==> src/rtl/psf_pkg.sv <==
`timescale 1ns / 1ps
`default_nettype none
package psf_pkg;
    localparam logic [1:0] FUNC_ADD   = 2'd0;
    localparam logic [1:0] FUNC_CLOSE = 2'd1;
    localparam logic [1:0] FUNC_SPAN  = 2'd2;
    localparam int FRAC_BITS = 16;
    localparam int EDGE_W    = 27;

    typedef struct packed {
        logic [1:0] func;
        logic [9:0] x;
        logic [8:0] y;
        logic [7:0] color;
    } t_cmd;
endpackage
`default_nettype wire

==> src/rtl/psf_front.sv <==
`timescale 1ns / 1ps
`default_nettype none
module psf_front
    import psf_pkg::*;
(
    input  wire        i_clk,
    input  wire        i_rst_n,
    input  wire        i_valid,
    output logic       o_ready,
    input  wire  [1:0] i_func,
    input  wire  [9:0] i_vertex_x,
    input  wire  [8:0] i_vertex_y,
    input  wire  [7:0] i_fill_color,
    output logic       o_q_valid,
    input  wire        i_q_ready,
    output t_cmd       o_q_cmd
);
    // Two-entry queue; unused function codes are dropped here.
    t_cmd       r_mem [2];
    logic [1:0] r_cnt;
    logic       r_wp, r_rp;
    logic       w_push, w_pop, w_acc;

    assign o_ready   = (r_cnt != 2'd2);
    assign w_acc     = i_valid && o_ready;
    assign w_push    = w_acc && (i_func != 2'd3);
    assign o_q_valid = (r_cnt != 2'd0);
    assign w_pop     = o_q_valid && i_q_ready;
    assign o_q_cmd   = r_mem[r_rp];

    always_ff @(posedge i_clk) begin
        if (!i_rst_n) begin
            r_cnt <= '0;
            r_wp  <= 1'b0;
            r_rp  <= 1'b0;
        end else begin
            if (w_push) r_wp <= ~r_wp;
            if (w_pop)  r_rp <= ~r_rp;
            r_cnt <= r_cnt + {1'b0, w_push} - {1'b0, w_pop};
        end
        if (w_push) begin
            r_mem[r_wp] <= '{func: i_func, x: i_vertex_x, y: i_vertex_y,
                             color: i_fill_color};
        end
    end
endmodule
`default_nettype wire

==> config.mk <==
export PLATFORM = sky130hd
export DESIGN_NAME = psf_front
export DESIGN_NICKNAME = d
export VERILOG_FILES = /design/src/rtl/psf_pkg.sv /design/src/rtl/psf_front.sv
export SDC_FILE = /design/constraint.sdc
export NUM_CORES = 1
export LEC_CHECK = 0
export BUFFER_PORTS_ARGS = -buffer_cell sky130_fd_sc_hd__buf_2
export CAP_MARGIN = 20
export CELL_PAD_IN_SITES_DETAIL_PLACEMENT = 0
export CELL_PAD_IN_SITES_GLOBAL_PLACEMENT = 1
export CORE_MARGIN = 10
export CORE_UTILIZATION = 43
export DETAILED_ROUTE_END_ITERATION = 8
export PLACE_DENSITY = 0.83
export SKIP_CTS_REPAIR_TIMING = 1
export SYNTH_ARGS = -nofsm -noshare
export SYNTH_HDL_FRONTEND = slang
export SYNTH_SLANG_ARGS = --single-unit
==> constraint.sdc <==
create_clock -name i_clk -period 2.55 [get_ports i_clk]
set_input_delay 0.1275 -clock i_clk [delete_from_list [all_inputs] [get_ports i_clk]]
set_output_delay 0.1275 -clock i_clk [all_outputs]
set_load 0.02 [all_outputs]
# [After elaboration in Yosys (flattened, before gate mapping)]
# Memories as Yosys holds them, arrays and structs flattened. A register that Yosys moved wholly into a read port is not among the register bits.
# Cells that the tools add are included.
[word_totals] register_bits=4 ramBits=58 out_inout_bits=31 elab_cells=18 n_memories=1
[op_classes] addsub=2 n_eq_ne=2 mux=4 n_bitwise=2 reduce_logical=4
[memory_table] name="r_mem" words=2 width=29 rd=1 rd_clocked_by_memory_dff=1 write_ports=1 line="psf_front.sv:19" source="t_cmd r_mem [2];"
[op_table] cell="$mux 1" count=4
[op_table] cell="$ne 2x2->1 const B" count=2
[op_table] cell="$logic_and 1x1->1" count=3
[op_table] cell="$add 2x1->2" count=1
[op_table] cell="$not 1->1" count=2
[op_table] cell="$reduce_bool 2->1" count=1
[op_table] cell="$sub 2x1->2" count=1

# [Longest topological paths before layout]
[depth] word_depth=5 ltp_mapped=8 ltp_nobuf=8

# [Worst setup path before layout]
# OpenSTA, ideal clock, no wires.
[synth_timing] path_kind="register -> register" from="reg r_cnt[0]" to="mem r_mem[0][0] (netlist bit), enable pin" arrival_time_ns=2.041 required_ns=2.135 slack_ns=0.094 stages_incl_launch_ff=4 path_buffers=0 path_cell_list="dfxtp_1 nand2b_1 nand3_1 nor2_1"
[synth_via] elab_chain_len=5
[synth_lines] element="start: declaration" line="psf_front.sv:20" source="logic [1:0] r_cnt;"
[synth_lines] element="start signal: assignment" line="psf_front.sv:39" source="r_cnt <= r_cnt + {1'b0, w_push} - {1'b0, w_pop};"
[synth_lines] element="$ne 2x2->1" line="psf_front.sv:24" source="assign o_ready = (r_cnt != 2'd2);"
[synth_lines] element="named net o_ready" line="psf_front.sv:9" source="output logic o_ready,"
[synth_lines] element="$logic_and 1x1->1" line="psf_front.sv:25" source="assign w_acc = i_valid && o_ready;"
[synth_lines] element="$logic_and 1x1->1" line="psf_front.sv:26" source="assign w_push = w_acc && (i_func != 2'd3);"
[synth_lines] element="$mux 1" line="psf_front.sv:41" source="if (w_push) begin"
[synth_lines] element="$mux 1 (implied by the code)" line="psf_front.sv:42" source="r_mem[r_wp] <= '{func: i_func, x: i_vertex_x, y: i_vertex_y,"
[synth_lines] element="end: declaration" line="psf_front.sv:19"
# The timed path passes the listed nets, and every way through them passes these cells.

# [Worst setup path after layout]
[layout_timing] from="reg r_cnt[0]" to="reg r_cnt[1]"
[layout_via] elab_chain_len=5 elab_cells_between_ends=7
[layout_lines] element="$ne 2x2->1" line="psf_front.sv:24"
[layout_lines] element="$logic_and 1x1->1" line="psf_front.sv:25"
[layout_lines] element="$logic_and 1x1->1" line="psf_front.sv:26"
[layout_lines] element="$add 2x1->2" line="psf_front.sv:39"
[layout_lines] element="$sub 2x1->2 *" line="psf_front.sv:39"
# Every way passes the cells marked *; elsewhere a longest branch is shown, timed or not.
# A chain may end at the register's enable or synchronous reset.

==> metrics <==
leading cell type in the layout, fill and taps excluded=buf_2; Clock transition at path regs=60 ps; Non-Filler Instances=295; vias in the first global route=1412; pwr/cell area=889.5 mW/mm²; total grt overflow=0; Gate Count Post-Synth=116; Synth top area share=73.46%; Register-to-Register Path Depth=8; CP max-delay cell=dfxtp_1; first-pass iteration count of the detailed router=4; Avg Cell Area, Syn=20.44 µm²; layout cell share with drive strength beyond 1=50.22%; LEAKAGE=1.269 nW; remaining antenna violation count after routing=0; largest family of logic cells by synthesized area=multiplexers; Top Ports=64; setup TNS=0 ps; most frequent cells in the layout=buf_2 (63), edfxtp_1 (58), dlygate4sd3_1 (27); clock network latency to the later pin of the worst-skew pair=330 ps; Synth-to-Final Area Change=36.94%; xor/xnor cell area share of the yosys netlist=1.108%; detailed-placement wirelength estimate=3188 µm; outcome=finished, final reports clean; full die area=0.008884 mm²; Core Util, Final=61.99%; Synth Area in Simple Gates=2.586%; Netlist Area Pre-Place=0.002371 mm²; Startpoint Class=flip-flop; CTS Buffer Depth=2; DRC=0; DR iter-0 viols=35; Avg WL per Cell=15.49 µm; worst path required time=2760 ps; final setup fails=0; CP endpoint kind=flip-flop; MaxCap Viol Count=0; critical path fanouts, max=4; post-synthesis register bit count=63; Area contributors post-synth=edfxtp_1 (73%), mux2_2 (9.0%), mux2_4 (6.3%); post-synthesis adder-cell area fraction=1.055%; Worst R2R Start=r_cnt[0]$_SDFF_PN0_; PortBufs=63; core area=0.005238 mm²; pre-CTS setup slack=796.3 ps; sequential share of the synthesized area=77.68%; Ys Warns=0; first-pass GRT wire length=6755 µm; Period minus WS final=1753 ps; drt total wl=4570 µm; HP Class=in -> reg; worst path arrival time=1970 ps; Cells after DPL=252; CTS H-tree depth=3; Starting Density=45.27%; Reg2Reg Setup Slack=800 ps; via count=1308; vias per cell=4.434; overall routing resource usage=10.21%; Hold Path Depth=1; Die Wd=94.26 µm; root buffer cell=clkbuf_8; fin crit share=68.76%; Worst Hold Path EP=r_mem[0][27]$_DFFE_PP_; maximum VDD drop=0.0004985 V; Die Height=94.26 µm; Slew @ Worst Pin=232.4 ps; fmax=570.3 MHz; clk sink count=63; Slew Limit Fails=0; initial antenna violation count=0; unique cell type count in the Yosys netlist=18; critical path's largest stage delay=350 ps; final worst slack=796.6 ps; WHS=29.47 ps; CP Cell Sequence=nand2b_1 -> nand3_1 -> ha_1 -> inv_1 -> ha_1 -> xnor2_1 -> xnor2_1 -> and2_1; worst min-delay path startpoint=i_func[0]; largest net degree at the start of global routing=16; worst relative slew slack=84.51%; worst reg2reg endpoint=r_cnt[1]$_SDFF_PN0_; Num CTS Buffers=9; Final Hold Vio Count=0; Placer Congestion=0.6776; Synth Area in Compound Gates=0.3166%; Syn Nets=151; Nets=255; Antenna diodes=0; post-synthesis mux area share=15.78%; RSZ-0062 raised after global routing=false; CTS tree=yes; Crit Path Class=reg -> reg; post-synth top area cell=edfxtp_1; Clock Skews=13.24 ps; Site Rows=26
synth_stat cells (all sizes together):
library cell and instances:
edfxtp 58, mux2 29, dfxtp 5, buf 3
nand2 3, xnor2 3, and2 2, ha 2
inv 2, nor2 2, nor2b 2, mux2i 1
nand2b 1, nand3 1, o21a 1, or2 1
logic make-up (layout without fill, tap and decap cells):
kind of cell	Yosys count	in the layout
muxes	30	30
xor gates and xnor gates	3	3
DFF	63	63
and+or+nand+nor	12	12
adders and majority gates	2	2
AOI/OAI and AO/OA	1	1
buffers and inverters	5	114
layer usage:
metal | routed length [µm] | share of wire, % | vias to the layer above | GRT usage, %
li1 | - | - | 651 | -
met1 | 1682 | 37 | 621 | 9.902
met2 | 2541 | 56 | 30 | 17.51
met3 | 283 | 6.2 | 6 | 4.556
met4 | 62 | 1.4 | 0 | 5.949
met5 | 0 | 0 | - | 0
flip-flops by register name, indices dropped and copies added (netlist names), named ones only:
register,cells
r_wp,1
r_cnt,2
r_rp,1
r_mem,58
worst max-delay path: cells and delay by family (launching register included):
kind	cells	cell delay (ps)
XOR/XNOR	2	280
adder cells (fa/ha/maj)	2	510
buffers and inverters	1	30
flip-flops	1	350
AND/OR/NAND/NOR	3	480
worst max path at each step:
| stage | startpoint | slack (ps) | end |
|---|---|---|---|
| after floorplan | r_cnt[0]$_SDFF_PN0_ | 90 | r_mem[0][0]$_DFFE_PP_ |
| after global placement | r_cnt[0]$_SDFF_PN0_ | 880 | r_cnt[1]$_SDFF_PN0_ |
| after detailed placement | r_cnt[0]$_SDFF_PN0_ | 800 | r_cnt[1]$_SDFF_PN0_ |
| after CTS | r_cnt[0]$_SDFF_PN0_ | 780 | r_cnt[1]$_SDFF_PN0_ |
| after global routing | r_cnt[0]$_SDFF_PN0_ | 620 | r_cnt[1]$_SDFF_PN0_ |
| final | r_cnt[0]$_SDFF_PN0_ | 800 | r_cnt[1]$_SDFF_PN0_ |
per-stage QoR:
| step | cell area [µm²] | power, mW |
|---|---|---|
| 2_1_floorplan | 2371 | 1.887 |
| 3_3_place_gp | 2796 | 2.104 |
| 3_5_place_dp | 2796 | 2.131 |
| 4_1_cts | 2977 | 2.900 |
| 5_1_grt | 3247 | 3.038 |
| 6_report | 3247 | 2.888 |
power breakdown:
part	internal [mW]	leakage, nW	switching (mW)
Combinational	0.374	0.599	0.449
Clock	0.431	0.0914	0.335
Sequential	1.26	0.578	0.0372
layout make-up:
cell class / instances / area [µm²]
well taps: 70 / 87.58
clock inverters: 1 / 3.754
multi-input cells: 48 / 499.2
flip-flops and latches: 63 / 1842
clock buffers: 15 / 176.4
repair buffers: 96 / 630.6
fillers: 367 / 1991
inverters: 2 / 7.507
(Power assumes the default switching activity.)
